<file path="src/rtl/core/ptt_pkg.sv">
// Package for the periodic task timer table.
// Holds sizing constants, operation codes and the controller/datapath interface types.
// No dependencies.
package ptt_pkg;

  localparam int unsigned SLOT_COUNT_DEF = 8;
  localparam int unsigned ID_W           = 8;
  localparam int unsigned PERIOD_W       = 32;
  localparam int unsigned STEP_W         = 16;
  localparam logic [STEP_W-1:0] TICK_STEP_RST = 16'd10;

  typedef enum logic [1:0] {
    OP_TICK  = 2'd0,
    OP_ADD   = 2'd1,
    OP_DEL   = 2'd2,
    OP_CHECK = 2'd3
  } ptt_op_t;

  typedef enum logic [1:0] {
    WR_TICK    = 2'd0,
    WR_ADD_HIT = 2'd1,
    WR_ADD_NEW = 2'd2,
    WR_MOVE    = 2'd3
  } ptt_wr_t;

  typedef enum logic [1:0] {
    EM_NONE     = 2'd0,
    EM_FIRE     = 2'd1,
    EM_TICK_END = 2'd2,
    EM_REPLY    = 2'd3
  } ptt_emit_t;

  typedef struct packed {
    logic      load;
    logic      rd_last;
    logic      idx_inc;
    logic      wr_en;
    ptt_wr_t   wr_sel;
    logic      save_slot;
    logic      used_inc;
    logic      used_dec;
    logic      pend_set;
    ptt_emit_t emit;
    logic      ok;
    logic      rem_hit;
  } ptt_cmd_t;

  typedef struct packed {
    ptt_op_t op;
    logic    scan_end;
    logic    full;
    logic    match;
    logic    fire;
    logic    pend_valid;
  } ptt_sts_t;

endpackage

</file>
<file path="src/rtl/core/periodic_task_timer_table.sv">
// Periodic task timer table, top level.
// Joins the controller ptt_ctrl and the datapath ptt_dp; uses ptt_pkg.
//
// An operation is accepted when start is high and busy is low; busy then stays high
// while the slot table is scanned, and results appear on out_* for one cycle each,
// marked by out_strobe, with no way to hold them off. The slot table is a
// memory with a registered read port and a separate write port, so each scanned slot
// passes through a read state and an evaluate state. The scan runs past the last used
// slot on every tick and on an add, delete or check of an absent task, and stops on
// the matching slot otherwise; a delete that finds its task then moves the last slot
// into the freed slot, and an add to a full table replies without scanning. A tick
// returns one transaction per fired task in slot order, or a single transaction with
// out_fired low; out_last marks the final one. cfg_wdata sets the tick step; the user
// must write it only while busy is low, which the block itself does not enforce.
module periodic_task_timer_table #(
  parameter int unsigned SLOT_COUNT = ptt_pkg::SLOT_COUNT_DEF
) (
  input  logic                          clk,
  input  logic                          rst_n,
  input  logic                          start,
  output logic                          busy,
  input  logic [1:0]                    in_operation,
  input  logic [ptt_pkg::ID_W-1:0]      in_task_id,
  input  logic [ptt_pkg::PERIOD_W-1:0]  in_period,
  input  logic                          cfg_we,
  input  logic [ptt_pkg::STEP_W-1:0]    cfg_wdata,
  output logic                          out_strobe,
  output logic [1:0]                    out_kind,
  output logic                          out_fired,
  output logic [ptt_pkg::ID_W-1:0]      out_fired_task,
  output logic                          out_ok,
  output logic [ptt_pkg::PERIOD_W-1:0]  out_remaining,
  output logic                          out_last
);

  ptt_pkg::ptt_cmd_t cmd;
  ptt_pkg::ptt_sts_t sts;

  ptt_ctrl u_ctrl (
    .clk   (clk),
    .rst_n (rst_n),
    .start (start),
    .busy  (busy),
    .sts   (sts),
    .cmd   (cmd)
  );

  ptt_dp #(
    .SLOT_COUNT (SLOT_COUNT)
  ) u_dp (
    .clk            (clk),
    .rst_n          (rst_n),
    .in_operation   (in_operation),
    .in_task_id     (in_task_id),
    .in_period      (in_period),
    .cfg_we         (cfg_we),
    .cfg_wdata      (cfg_wdata),
    .cmd            (cmd),
    .sts            (sts),
    .out_strobe     (out_strobe),
    .out_kind       (out_kind),
    .out_fired      (out_fired),
    .out_fired_task (out_fired_task),
    .out_ok         (out_ok),
    .out_remaining  (out_remaining),
    .out_last       (out_last)
  );

`ifndef ASSERT_OFF
  a_accept_busy: assert property (@(posedge clk) disable iff (!rst_n)
    (start && !busy) |=> busy)
    else $error("accepted transaction did not raise busy");

  a_more_follows: assert property (@(posedge clk) disable iff (!rst_n)
    (out_strobe && !out_last) |=> (busy || out_strobe))
    else $error("tick ended without a final transaction");

  a_reply_single: assert property (@(posedge clk) disable iff (!rst_n)
    (out_strobe && out_kind != ptt_pkg::OP_TICK) |-> (out_last && !out_fired))
    else $error("reply not marked as single final transaction");

  a_result_in_op: assert property (@(posedge clk) disable iff (!rst_n)
    out_strobe |-> $past(busy))
    else $error("result without an operation in progress");
`endif

endmodule

</file>
<file path="src/rtl/core/ptt_ctrl.sv">
// Controller for the periodic task timer table.
// Sequences the slot scan and issues commands to ptt_dp; uses ptt_pkg types.
module ptt_ctrl (
  input  logic              clk,
  input  logic              rst_n,
  input  logic              start,
  output logic              busy,
  input  ptt_pkg::ptt_sts_t sts,
  output ptt_pkg::ptt_cmd_t cmd
);

  typedef enum logic [4:0] {
    ST_IDLE  = 5'b00001,
    ST_RD    = 5'b00010,
    ST_EV    = 5'b00100,
    ST_MV_RD = 5'b01000,
    ST_MV_WR = 5'b10000
  } state_t;

  state_t state_r;
  state_t state_nxt;

  always_ff @(posedge clk) begin
    if (!rst_n) begin
      state_r <= ST_IDLE;
    end else begin
      state_r <= state_nxt;
    end
  end

  assign busy = (state_r != ST_IDLE);

  always_comb begin
    cmd       = '0;
    state_nxt = state_r;
    unique case (state_r)
      ST_IDLE: begin
        if (start) begin
          cmd.load  = 1'b1;
          state_nxt = ST_RD;
        end
      end
      ST_RD: begin
        if (sts.op == ptt_pkg::OP_ADD && sts.full) begin
          cmd.emit  = ptt_pkg::EM_REPLY;
          state_nxt = ST_IDLE;
        end else if (sts.scan_end) begin
          state_nxt = ST_IDLE;
          unique case (sts.op)
            ptt_pkg::OP_TICK: begin
              cmd.emit = ptt_pkg::EM_TICK_END;
            end
            ptt_pkg::OP_ADD: begin
              cmd.wr_en    = 1'b1;
              cmd.wr_sel   = ptt_pkg::WR_ADD_NEW;
              cmd.used_inc = 1'b1;
              cmd.emit     = ptt_pkg::EM_REPLY;
              cmd.ok       = 1'b1;
            end
            default: begin
              cmd.emit = ptt_pkg::EM_REPLY;
            end
          endcase
        end else begin
          state_nxt = ST_EV;
        end
      end
      ST_EV: begin
        if (sts.op == ptt_pkg::OP_TICK) begin
          cmd.wr_en   = 1'b1;
          cmd.wr_sel  = ptt_pkg::WR_TICK;
          cmd.idx_inc = 1'b1;
          if (sts.fire) begin
            cmd.pend_set = 1'b1;
            if (sts.pend_valid) begin
              cmd.emit = ptt_pkg::EM_FIRE;
            end
          end
          state_nxt = ST_RD;
        end else if (sts.match) begin
          unique case (sts.op)
            ptt_pkg::OP_ADD: begin
              cmd.wr_en  = 1'b1;
              cmd.wr_sel = ptt_pkg::WR_ADD_HIT;
              cmd.emit   = ptt_pkg::EM_REPLY;
              cmd.ok     = 1'b1;
              state_nxt  = ST_IDLE;
            end
            ptt_pkg::OP_DEL: begin
              cmd.save_slot = 1'b1;
              state_nxt     = ST_MV_RD;
            end
            default: begin
              cmd.emit    = ptt_pkg::EM_REPLY;
              cmd.rem_hit = 1'b1;
              state_nxt   = ST_IDLE;
            end
          endcase
        end else begin
          cmd.idx_inc = 1'b1;
          state_nxt   = ST_RD;
        end
      end
      ST_MV_RD: begin
        cmd.rd_last = 1'b1;
        state_nxt   = ST_MV_WR;
      end
      ST_MV_WR: begin
        cmd.wr_en    = 1'b1;
        cmd.wr_sel   = ptt_pkg::WR_MOVE;
        cmd.used_dec = 1'b1;
        cmd.emit     = ptt_pkg::EM_REPLY;
        cmd.ok       = 1'b1;
        state_nxt    = ST_IDLE;
      end
      default: begin
        state_nxt = ST_IDLE;
      end
    endcase
  end

endmodule

</file>
<file path="src/rtl/core/ptt_dp.sv">
// Datapath for the periodic task timer table.
// Holds the slot memory, scan index, tick step and result registers; uses ptt_pkg types.
module ptt_dp #(
  parameter int unsigned SLOT_COUNT = ptt_pkg::SLOT_COUNT_DEF
) (
  input  logic                          clk,
  input  logic                          rst_n,
  input  logic [1:0]                    in_operation,
  input  logic [ptt_pkg::ID_W-1:0]      in_task_id,
  input  logic [ptt_pkg::PERIOD_W-1:0]  in_period,
  input  logic                          cfg_we,
  input  logic [ptt_pkg::STEP_W-1:0]    cfg_wdata,
  input  ptt_pkg::ptt_cmd_t             cmd,
  output ptt_pkg::ptt_sts_t             sts,
  output logic                          out_strobe,
  output logic [1:0]                    out_kind,
  output logic                          out_fired,
  output logic [ptt_pkg::ID_W-1:0]      out_fired_task,
  output logic                          out_ok,
  output logic [ptt_pkg::PERIOD_W-1:0]  out_remaining,
  output logic                          out_last
);

  localparam int unsigned IDX_W = (SLOT_COUNT > 1) ? $clog2(SLOT_COUNT) : 1;
  localparam int unsigned CNT_W = $clog2(SLOT_COUNT + 1);
  localparam logic [CNT_W-1:0] CNT_ONE  = CNT_W'(1);
  localparam logic [CNT_W-1:0] CNT_FULL = CNT_W'(SLOT_COUNT);

  logic [ptt_pkg::ID_W-1:0]     task_mem   [SLOT_COUNT];
  logic [ptt_pkg::PERIOD_W-1:0] period_mem [SLOT_COUNT];
  logic [ptt_pkg::PERIOD_W-1:0] count_mem  [SLOT_COUNT];

  ptt_pkg::ptt_op_t             op_r;
  logic [ptt_pkg::ID_W-1:0]     id_r;
  logic [ptt_pkg::PERIOD_W-1:0] per_r;
  logic [ptt_pkg::STEP_W-1:0]   step_r;
  logic [CNT_W-1:0]             idx_r;
  logic [CNT_W-1:0]             used_r;
  logic [CNT_W-1:0]             used_nxt;
  logic [IDX_W-1:0]             slot_r;
  logic                         pend_valid_r;
  logic [ptt_pkg::ID_W-1:0]     pend_task_r;

  logic [ptt_pkg::ID_W-1:0]     rd_task_r;
  logic [ptt_pkg::PERIOD_W-1:0] rd_period_r;
  logic [ptt_pkg::PERIOD_W-1:0] rd_count_r;

  logic [IDX_W-1:0]             rd_addr;
  logic [IDX_W-1:0]             wr_addr;
  logic [ptt_pkg::ID_W-1:0]     wr_task;
  logic [ptt_pkg::PERIOD_W-1:0] wr_period;
  logic [ptt_pkg::PERIOD_W-1:0] wr_count;
  logic [ptt_pkg::PERIOD_W-1:0] sum;
  logic                         fire;
  logic [CNT_W-1:0]             last_slot;

  logic                         out_strobe_r;
  logic [1:0]                   out_kind_r;
  logic                         out_fired_r;
  logic [ptt_pkg::ID_W-1:0]     out_fired_task_r;
  logic                         out_ok_r;
  logic [ptt_pkg::PERIOD_W-1:0] out_remaining_r;
  logic                         out_last_r;

  assign sum       = rd_count_r + {{(ptt_pkg::PERIOD_W-ptt_pkg::STEP_W){1'b0}}, step_r};
  assign fire      = (sum >= rd_period_r);
  assign last_slot = used_r - CNT_ONE;
  assign rd_addr   = cmd.rd_last ? last_slot[IDX_W-1:0] : idx_r[IDX_W-1:0];

  assign sts.op         = op_r;
  assign sts.scan_end   = (idx_r == used_r);
  assign sts.full       = (used_r == CNT_FULL);
  assign sts.match      = (rd_task_r == id_r);
  assign sts.fire       = fire;
  assign sts.pend_valid = pend_valid_r;

  always_comb begin
    wr_addr   = idx_r[IDX_W-1:0];
    wr_task   = rd_task_r;
    wr_period = rd_period_r;
    wr_count  = fire ? '0 : sum;
    case (cmd.wr_sel)
      ptt_pkg::WR_TICK: begin
        wr_addr = idx_r[IDX_W-1:0];
      end
      ptt_pkg::WR_ADD_HIT: begin
        wr_addr   = idx_r[IDX_W-1:0];
        wr_task   = id_r;
        wr_period = per_r;
        wr_count  = '0;
      end
      ptt_pkg::WR_ADD_NEW: begin
        wr_addr   = used_r[IDX_W-1:0];
        wr_task   = id_r;
        wr_period = per_r;
        wr_count  = '0;
      end
      default: begin
        wr_addr  = slot_r;
        wr_count = rd_count_r;
      end
    endcase
  end

  always_ff @(posedge clk) begin
    if (cmd.wr_en) begin
      task_mem[wr_addr]   <= wr_task;
      period_mem[wr_addr] <= wr_period;
      count_mem[wr_addr]  <= wr_count;
    end
    rd_task_r   <= task_mem[rd_addr];
    rd_period_r <= period_mem[rd_addr];
    rd_count_r  <= count_mem[rd_addr];
  end

  always_comb begin
    used_nxt = used_r;
    if (cmd.used_inc) begin
      used_nxt = used_r + CNT_ONE;
    end else if (cmd.used_dec) begin
      used_nxt = used_r - CNT_ONE;
    end
  end

  always_ff @(posedge clk) begin
    if (!rst_n) begin
      used_r       <= '0;
      step_r       <= ptt_pkg::TICK_STEP_RST;
      pend_valid_r <= 1'b0;
      out_strobe_r <= 1'b0;
    end else begin
      used_r <= used_nxt;
      if (cfg_we) begin
        step_r <= cfg_wdata;
      end
      if (cmd.load) begin
        pend_valid_r <= 1'b0;
      end else if (cmd.pend_set) begin
        pend_valid_r <= 1'b1;
      end
      out_strobe_r <= (cmd.emit != ptt_pkg::EM_NONE);
    end
  end

  always_ff @(posedge clk) begin
    if (cmd.load) begin
      op_r  <= ptt_pkg::ptt_op_t'(in_operation);
      id_r  <= in_task_id;
      per_r <= in_period;
      idx_r <= '0;
    end else if (cmd.idx_inc) begin
      idx_r <= idx_r + CNT_ONE;
    end
    if (cmd.save_slot) begin
      slot_r <= idx_r[IDX_W-1:0];
    end
    if (cmd.pend_set) begin
      pend_task_r <= rd_task_r;
    end
  end

  always_ff @(posedge clk) begin
    case (cmd.emit)
      ptt_pkg::EM_FIRE: begin
        out_kind_r       <= ptt_pkg::OP_TICK;
        out_fired_r      <= 1'b1;
        out_fired_task_r <= pend_task_r;
        out_ok_r         <= 1'b0;
        out_remaining_r  <= '0;
        out_last_r       <= 1'b0;
      end
      ptt_pkg::EM_TICK_END: begin
        out_kind_r       <= ptt_pkg::OP_TICK;
        out_fired_r      <= pend_valid_r;
        out_fired_task_r <= pend_valid_r ? pend_task_r : '0;
        out_ok_r         <= 1'b0;
        out_remaining_r  <= '0;
        out_last_r       <= 1'b1;
      end
      ptt_pkg::EM_REPLY: begin
        out_kind_r       <= op_r;
        out_fired_r      <= 1'b0;
        out_fired_task_r <= '0;
        out_ok_r         <= cmd.ok;
        out_remaining_r  <= cmd.rem_hit ? (rd_period_r - rd_count_r) : '0;
        out_last_r       <= 1'b1;
      end
      default: begin
      end
    endcase
  end

  assign out_strobe     = out_strobe_r;
  assign out_kind       = out_kind_r;
  assign out_fired      = out_fired_r;
  assign out_fired_task = out_fired_task_r;
  assign out_ok         = out_ok_r;
  assign out_remaining  = out_remaining_r;
  assign out_last       = out_last_r;

`ifndef ASSERT_OFF
  a_used_bound: assert property (@(posedge clk) disable iff (!rst_n)
    used_r <= CNT_FULL)
    else $error("slot count above table size");
`endif

endmodule
</file>
<file path="config.mk">
export PLATFORM = sky130hd
export DESIGN_NAME = periodic_task_timer_table
export DESIGN_NICKNAME = d
export VERILOG_FILES = /design/src/rtl/core/ptt_pkg.sv /design/src/rtl/core/periodic_task_timer_table.sv /design/src/rtl/core/ptt_ctrl.sv /design/src/rtl/core/ptt_dp.sv
export SDC_FILE = /design/constraint.sdc
export NUM_CORES = 1
export LEC_CHECK = 0
export BUFFER_PORTS_ARGS = -buffer_cell sky130_fd_sc_hd__clkbuf_2
export CELL_PAD_IN_SITES_DETAIL_PLACEMENT = 1
export CELL_PAD_IN_SITES_GLOBAL_PLACEMENT = 2
export CORE_MARGIN = 4
export CORE_UTILIZATION = 39
export DETAILED_ROUTE_END_ITERATION = 10
export PLACE_DENSITY_LB_ADDON = 0.2
export SLEW_MARGIN = 25
export SYNTH_ARGS = -nofsm -noshare
export SYNTH_HDL_FRONTEND = slang
export SYNTH_SLANG_ARGS = --single-unit
</file>
<file path="constraint.sdc">
create_clock -name clk -period 5.5 [get_ports clk]
set_input_delay 0.275 -clock clk [delete_from_list [all_inputs] [get_ports clk]]
set_output_delay 0.275 -clock clk [all_outputs]
set_load 0.02 [all_outputs]
</file>
# [Word-level counts from Yosys, hierarchy flattened]
# Memories as Yosys holds them, arrays and structs flattened. A register that Yosys moved wholly into a read port is not among the register bits.
# Index checks and enable logic that the tools add are counted.
# W data, S select, Z words.
[word_totals] regBits=129 inputBits=62 mem_count=3 mem_bits_rw=576 elab_cells=118
[memory_table] name="u_dp.count_mem" depth=8 width=32 read_ports=1 rd_ports_with_merged_regs=1 wr=1 line="ptt_dp.sv:31" text="logic [ptt_pkg::PERIOD_W-1:0] count_mem [SLOT_COUNT];"
[memory_table] name="u_dp.period_mem" depth=8 width=32 read_ports=1 rd_ports_with_merged_regs=1 wr=1 line="ptt_dp.sv:30" text="logic [ptt_pkg::PERIOD_W-1:0] period_mem [SLOT_COUNT];"
[memory_table] name="u_dp.task_mem" depth=8 width=8 read_ports=1 rd_ports_with_merged_regs=1 wr=1 line="ptt_dp.sv:29" text="logic [ptt_pkg::ID_W-1:0] task_mem [SLOT_COUNT];"
[op_classes] n_eq_ne=17 addsub=5 n_bitwise=1 reduce_logical=14 order_cmp=1 mux=60
[ops] operator="$pmux W32 S2" count=2
[ops] operator="$mux W32" count=3
[ops] operator="$add A32 B16 Y32" count=1
[ops] operator="$ge A32 B32 Y1" count=1
[ops] operator="$sub A32 B32 Y32" count=1
[ops] operator="$mux W3" count=9
[ops] operator="$mux W4" count=6
[ops] operator="$pmux W8 S3" count=1
[ops] operator="$mux W1" count=22
[ops] operator="$pmux W5 S4" count=1
[ops] operator="$pmux W3 S3" count=2
[ops] operator="$mux W8" count=2
[ops] operator="$mux W5" count=3
[ops] operator="$reduce_or A2 Y1" count=6
[ops] operator="$add A4 B1 Y4 const B" count=2
[ops] operator="$eq A2 B2 Y1 const B" count=4
[ops] operator="$eq A8 B8 Y1" count=1
[ops] operator="$mux W2" count=4
[ops] operator="$reduce_bool A2 Y1" count=4
[ops] operator="$eq A2 B1 Y1 const B" count=3
[ops] operator="$pmux W3 S2" count=1
[ops] operator="$eq A5 B1 Y1 const B" count=1
[ops] operator="$eq A5 B2 Y1 const B" count=1
[ops] operator="$eq A5 B3 Y1 const B" count=1
[ops] operator="14 further kinds" count=16

# [Longest topological paths before layout]
[depth] word_depth=9 depth_mapped=25 ltp_nobuf=23

# [Hierarchy]
# Synthesis repeated with hierarchy kept, for this count alone.
[unflattened] cells_unflattened=1958 area_unflattened_um2=32472.4
[by_module_without_submodules] module="ptt_dp" seq_area_each_um2=22201.3 n_inst=1 area_each_um2=32028.2 cells_per_inst=1899
[by_module_without_submodules] module="ptt_ctrl" seq_area_each_um2=100.1 n_inst=1 area_each_um2=444.2 cells_per_inst=59

# [Worst setup path after synthesis]
# No wires, ideal clock.
[synth_path] path_kind="register -> register" start="register u_dp.used_r[0]" end="memory u_dp.count_mem[6][0] in the netlist's numbering, enable pin" path_stages_with_launch=14 setup_time_ns=0.503 path_slack_ns=-0.470 arrival_ns=5.468 n_path_buf=2 required_time_ns=4.997 cell_sequence="dfxtp_1 > clkbuf_1 > inv_1 > ha_1 > nand4b_1 > nand2_1 > nor3_2 > nor2_1 > inv_1 > ha_1 > clkbuf_1 > o21ai_0 > nand2b_1 > nor2_1"
[synth_via] elab_chain_len=7 elab_cells_between_ends=13 cone_classes="eq/ne (4); mux (6); reduce/logical (3)"
[synth_lines] item="start, declared" line="ptt_dp.sv:38" text="logic [CNT_W-1:0] used_r;"
[synth_lines] item="start signal, assigned" line="ptt_dp.sv:132" text="used_r <= used_nxt;"
[synth_lines] item="$eq A4 B4 Y1 (on tied branches)" line="ptt_dp.sv:71, ptt_dp.sv:72"
[synth_lines] item="$mux W3 or $logic_and A1 B1 Y1 (tied branches)" line="ptt_ctrl.sv:47, ptt_ctrl.sv:44"
[synth_lines] item="$mux W3" line="ptt_ctrl.sv:44" text="if (sts.op == ptt_pkg::OP_ADD && sts.full) begin"
[synth_lines] item="$pmux W3 S3" line="ptt_ctrl.sv:36" text="unique case (state_r)"
[synth_lines] item="$eq A2 B1 Y1 or $logic_not A2 Y1 (tied branches)" line="ptt_dp.sv:82" text="case (cmd.wr_sel)"
[synth_lines] item="$reduce_or A2 Y1 (no source line)"
[synth_lines] item="$pmux W3 S2" line="ptt_dp.sv:82"
[synth_lines] item="end, declared" line="ptt_dp.sv:31"
# Several ways; a longest one is shown, not always the timed one.

# [Worst setup path after layout]
[layout_path] start="register u_dp.rd_count_r[1] in the netlist's numbering (read register of u_dp.count_mem)" end="memory u_dp.count_mem[3][24] in the netlist's numbering, data pin"
[layout_via] elab_chain_len=4
[layout_lines] item="start, declared" line="ptt_dp.sv:46" text="logic [ptt_pkg::PERIOD_W-1:0] rd_count_r;"
[layout_lines] item="$add A32 B16 Y32 (*)" line="ptt_dp.sv:65" text="assign sum = rd_count_r + {{(ptt_pkg::PERIOD_W-ptt_pkg::STEP_W){1'b0}}, step_r};"
[layout_lines] item="$ge A32 B32 Y1" line="ptt_dp.sv:66" text="assign fire = (sum >= rd_period_r);"
[layout_lines] item="$mux W32 (*)" line="ptt_dp.sv:81" text="wr_count = fire ? '0 : sum;"
[layout_lines] item="$pmux W32 S2 (*)" line="ptt_dp.sv:82"
[layout_lines] item="named net u_dp.wr_count (one bit)" line="ptt_dp.sv:52" text="logic [ptt_pkg::PERIOD_W-1:0] wr_count;"
# The timed path passes the listed nets; every way through them passes the cells marked *.

==> run metrics <==
Slew Viols, Final=0; I/O pin total=109; GR Overflow Total=0; ANT cells=0; number of synthesized flops with an enable pin=approximately 670; design area=38900 sq um; # DRC=0; post-DP HPWL=between 60000 and 70000 um; Seq/Total Area, Yosys=0.676; synth unique cells=74; Critical Path RT=5.81 ns; CTS H-tree depth=3; fmax=189 MHz; met1 WL=between 40000 and 50000 um; metal2 WL=approximately 47000 um; CTS sink cnt=777; Setup Viol. Count Final=0; # nets final=3148; Final Hold Vio Count=0; Mapped Nets=about 3000; mean post-synth cell area=~12 sq um; placed cell areas=~35000 sq um; die height=around 300 um; Met3 Routed Length=between 3000 and 4000 um; Slew @ Worst Pin=1.01 ns; initial antenna violation count=2; CP Data Arrival Time=between 5 and 6 ns; clk root buf=clkbuf_16; CTS tree=yes; register area=between 20000 and 25000 sq um; Clock Tree Buf Depth=3; Multi-input gate area=roughly 10000 sq um; total CTS buffers=between 80 and 90; Setup Skew=between 0.015 and 0.02 ns; most common cell after layout, fill and taps aside=nand2_1; Final period util=0.961; fraction of layout cells with a size suffix above 1=0.133; gpl congestion=~0.84; Setup CP Type=register to register; via count=22000; die width=299 um; Synth-to-Final Area Change=17.8%; Post-Syn Area=between 30000 and 40000 sq um; vias in the first global route=roughly 23000; Static Leakage=0.0146 uW; xor/xnor share of the synthesized area=0.0191; worst-path fanout max=17; endpoint type of the worst setup path=register; max-cap violations=0; DR top layer=met4; Reg clk slew, reported paths=around 0.06 ns; Antenna Violating Nets Remaining=0; Cell Rows=106; combined global-route utilization of all metal layers=0.211; Post-Synth Simple-Gate Area=0.172; Initial DRC Count=~1200; relative slew slack=0.323; worst vdd ir=0.204 mV; Mapped Cells=2800; mux cell area share after synthesis=0.0188; via-per-instance ratio=approximately 5.2; post-layout min period=5.29 ns; final-layout fill cell count=approximately 8600; clock latency on the worst-skew pair=between 0.6 and 0.7 ns; DR pass1 iterations=5; Async SR Flop Fraction=0; IO buf count=between 100 and 150; CP startpoint kind=register; Post-synth top flop=edfxtp_1; drt wl/cell=between 20 and 25 um; Starting Density=0.394; outcome=finished clean; Total Wirelength=approximately 95000 um; Synthesis Warnings=0; Post-Synth Adder-Cell Area=0.0350; power density over the cells=approximately 330 nW/um^2; Hold WS=roughly 0.22 ns; Synth Area in Compound Gates=0.0523; core box area=between 80000 and 90000 sq um; commonest cells after routing, fill and taps aside=717 x nand2_1, 674 x edfxtp_1, 373 x nand3_1, 108 x clkbuf_2, 103 x dfxtp_1; main combinational cell family by area after synthesis=simple AND/OR/NAND/NOR gates; HP Class=primary input to register; Synth Register Bits=just under 800; global-route wire length before repair=~140000 um; maximum number of pins on one net before global-route repair=99; Die Area=slightly below 90000 sq um
==> layout make-up <==
class | count | area share
clock buffer | 121 | 0.0625
sequential | 777 | 0.574
multi-input combinational | 1800 | 0.257
timing repair buffer | 243 | 0.0511
clock inverter | 37 | 0.00998
inverter | 88 | 0.00850
tap | 1134 | 0.0365
==> flip-flops by register name, summed over array words and instances, names as in the netlist <==
signal,flops
u_dp.out_fired,1
u_dp.step_r,16
u_dp.slot_r,3
u_dp.rd_period_r,32
u_dp.task_mem,64
u_dp.out_ok,1
u_dp.out_strobe,1
u_dp.id_r,8
u_dp.idx_r,4
u_dp.rd_task_r,8
u_dp.out_kind,2
u_dp.count_mem,256
u_dp.out_last,1
u_dp.used_r,4
u_dp.per_r,32
u_ctrl.state_r,5
u_dp.op_r,2
u_dp.rd_count_r,32
u_dp.pend_valid_r,1
u_dp.pend_task_r,8
u_dp.out_remaining,32
u_dp.period_mem,256
u_dp.out_fired_task,8
==> stage by stage <==
step	power, uW	util	setup TNS (ns)	cells	setup WS, ns
2_1_floorplan	7070	-	-221.62	2800	-0.470
3_3_place_gp	7360	0.422	0	3979	0.225
3_5_place_dp	7380	0.422	0	3979	0.0507
4_1_cts	13100	0.463	0	4195	0.0305
5_1_grt	13400	0.464	-1.56	4200	-0.0583
6_report	13000	0.464	0	4200	0.212
==> what timing repair did <==
item	4_1_cts	5_1_grt
hold buffers	58	0
buffers inserted	0	4
endpoints found under the setup margin	0	303
resized for setup	0	18
endpoints found under the hold margin	58	0
==> worst max-delay path, cell delays in order, from the launching register on <==
cell and delay [ns]:
dfxtp_1 0.31, buf_4 0.14, ha_1 0.28, a21oi_1 0.18, nand4b_1 0.16, and3_1 0.19
o31a_1 0.25, o21bai_1 0.10, a21o_1 0.21, a21o_1 0.18, a21oi_1 0.16, xnor2_1 0.18
ha_1 0.29, a21o_1 0.19, a21o_1 0.18, a21oi_1 0.21, o21ai_1 0.11, o21ai_2 0.24
a31oi_2 0.19, nor4_4 0.33, buf_12 0.19, o21ai_1 0.07, a31oi_1 0.62
==> report_power, final <==
part / internal (uW) / switching, uW
clock: 3410 / 2270
combinational: 227 / 449
sequential: 6540 / 66.6
total: 10200 / 2790
==> path summary, 6_finish.rpt <==
check                           from                     to  slack (ns)  cells after the start
setup / recovery  u_dp.rd_count_r[1]  u_dp.count_mem[3][24]        0.21                     22
hold / removal                 start      u_dp.pend_valid_r        0.22                      3
setup reg to reg  u_dp.rd_count_r[1]  u_dp.count_mem[3][24]        0.21                     22
hold reg to reg    u_dp.rd_task_r[6]    u_dp.pend_task_r[6]        0.50                      0
==> cell usage after synthesis (5+ instances only) <==
cell | instances | share of area
nand4_1 | 13 | 0.0025
or3_1 | 5 | 0.00095
mux2_2 | 40 | 0.014
inv_1 | 88 | 0.010
ha_1 | 89 | 0.034
nor2b_1 | 30 | 0.0057
nand2b_1 | 9 | 0.0017
nor2_1 | 89 | 0.010
nand2_1 | 717 | 0.082
a21oi_1 | 52 | 0.0079
and3_1 | 5 | 0.00095
o21ai_1 | 40 | 0.0061
clkbuf_1 | 97 | 0.011
mux2i_1 | 17 | 0.0052
nand3_1 | 373 | 0.057
a211oi_1 | 5 | 0.0011
nor3_2 | 7 | 0.0021
xnor2_1 | 47 | 0.012
a21o_1 | 22 | 0.0050
a22oi_1 | 5 | 0.0011
a31oi_1 | 12 | 0.0023
buf_1 | 22 | 0.0025
dfxtp_1 | 103 | 0.063
o21a_1 | 13 | 0.0030
buf_2 | 15 | 0.0023
o21ai_0 | 103 | 0.016
xor2_1 | 25 | 0.0066
edfxtp_1 | 674 | 0.61
nor3_1 | 13 | 0.0020
==> cell families after synthesis <==
family	Yosys count
AND/OR/NAND/NOR	1292
AO/OA/AOI/OAI	287
multiplexers	57
flip-flops	777
adder cells (fa/ha/maj)	91
buffers and inverters	224
XOR/XNOR	72
==> routing by layer <==
metal  global-route usage  up-vias
li1                     -    10300
met1                0.286    11200
met2                0.363      354
met3               0.0237      117
met4               0.0538        0
met5                    0        -
(Power assumes the default switching activity.)
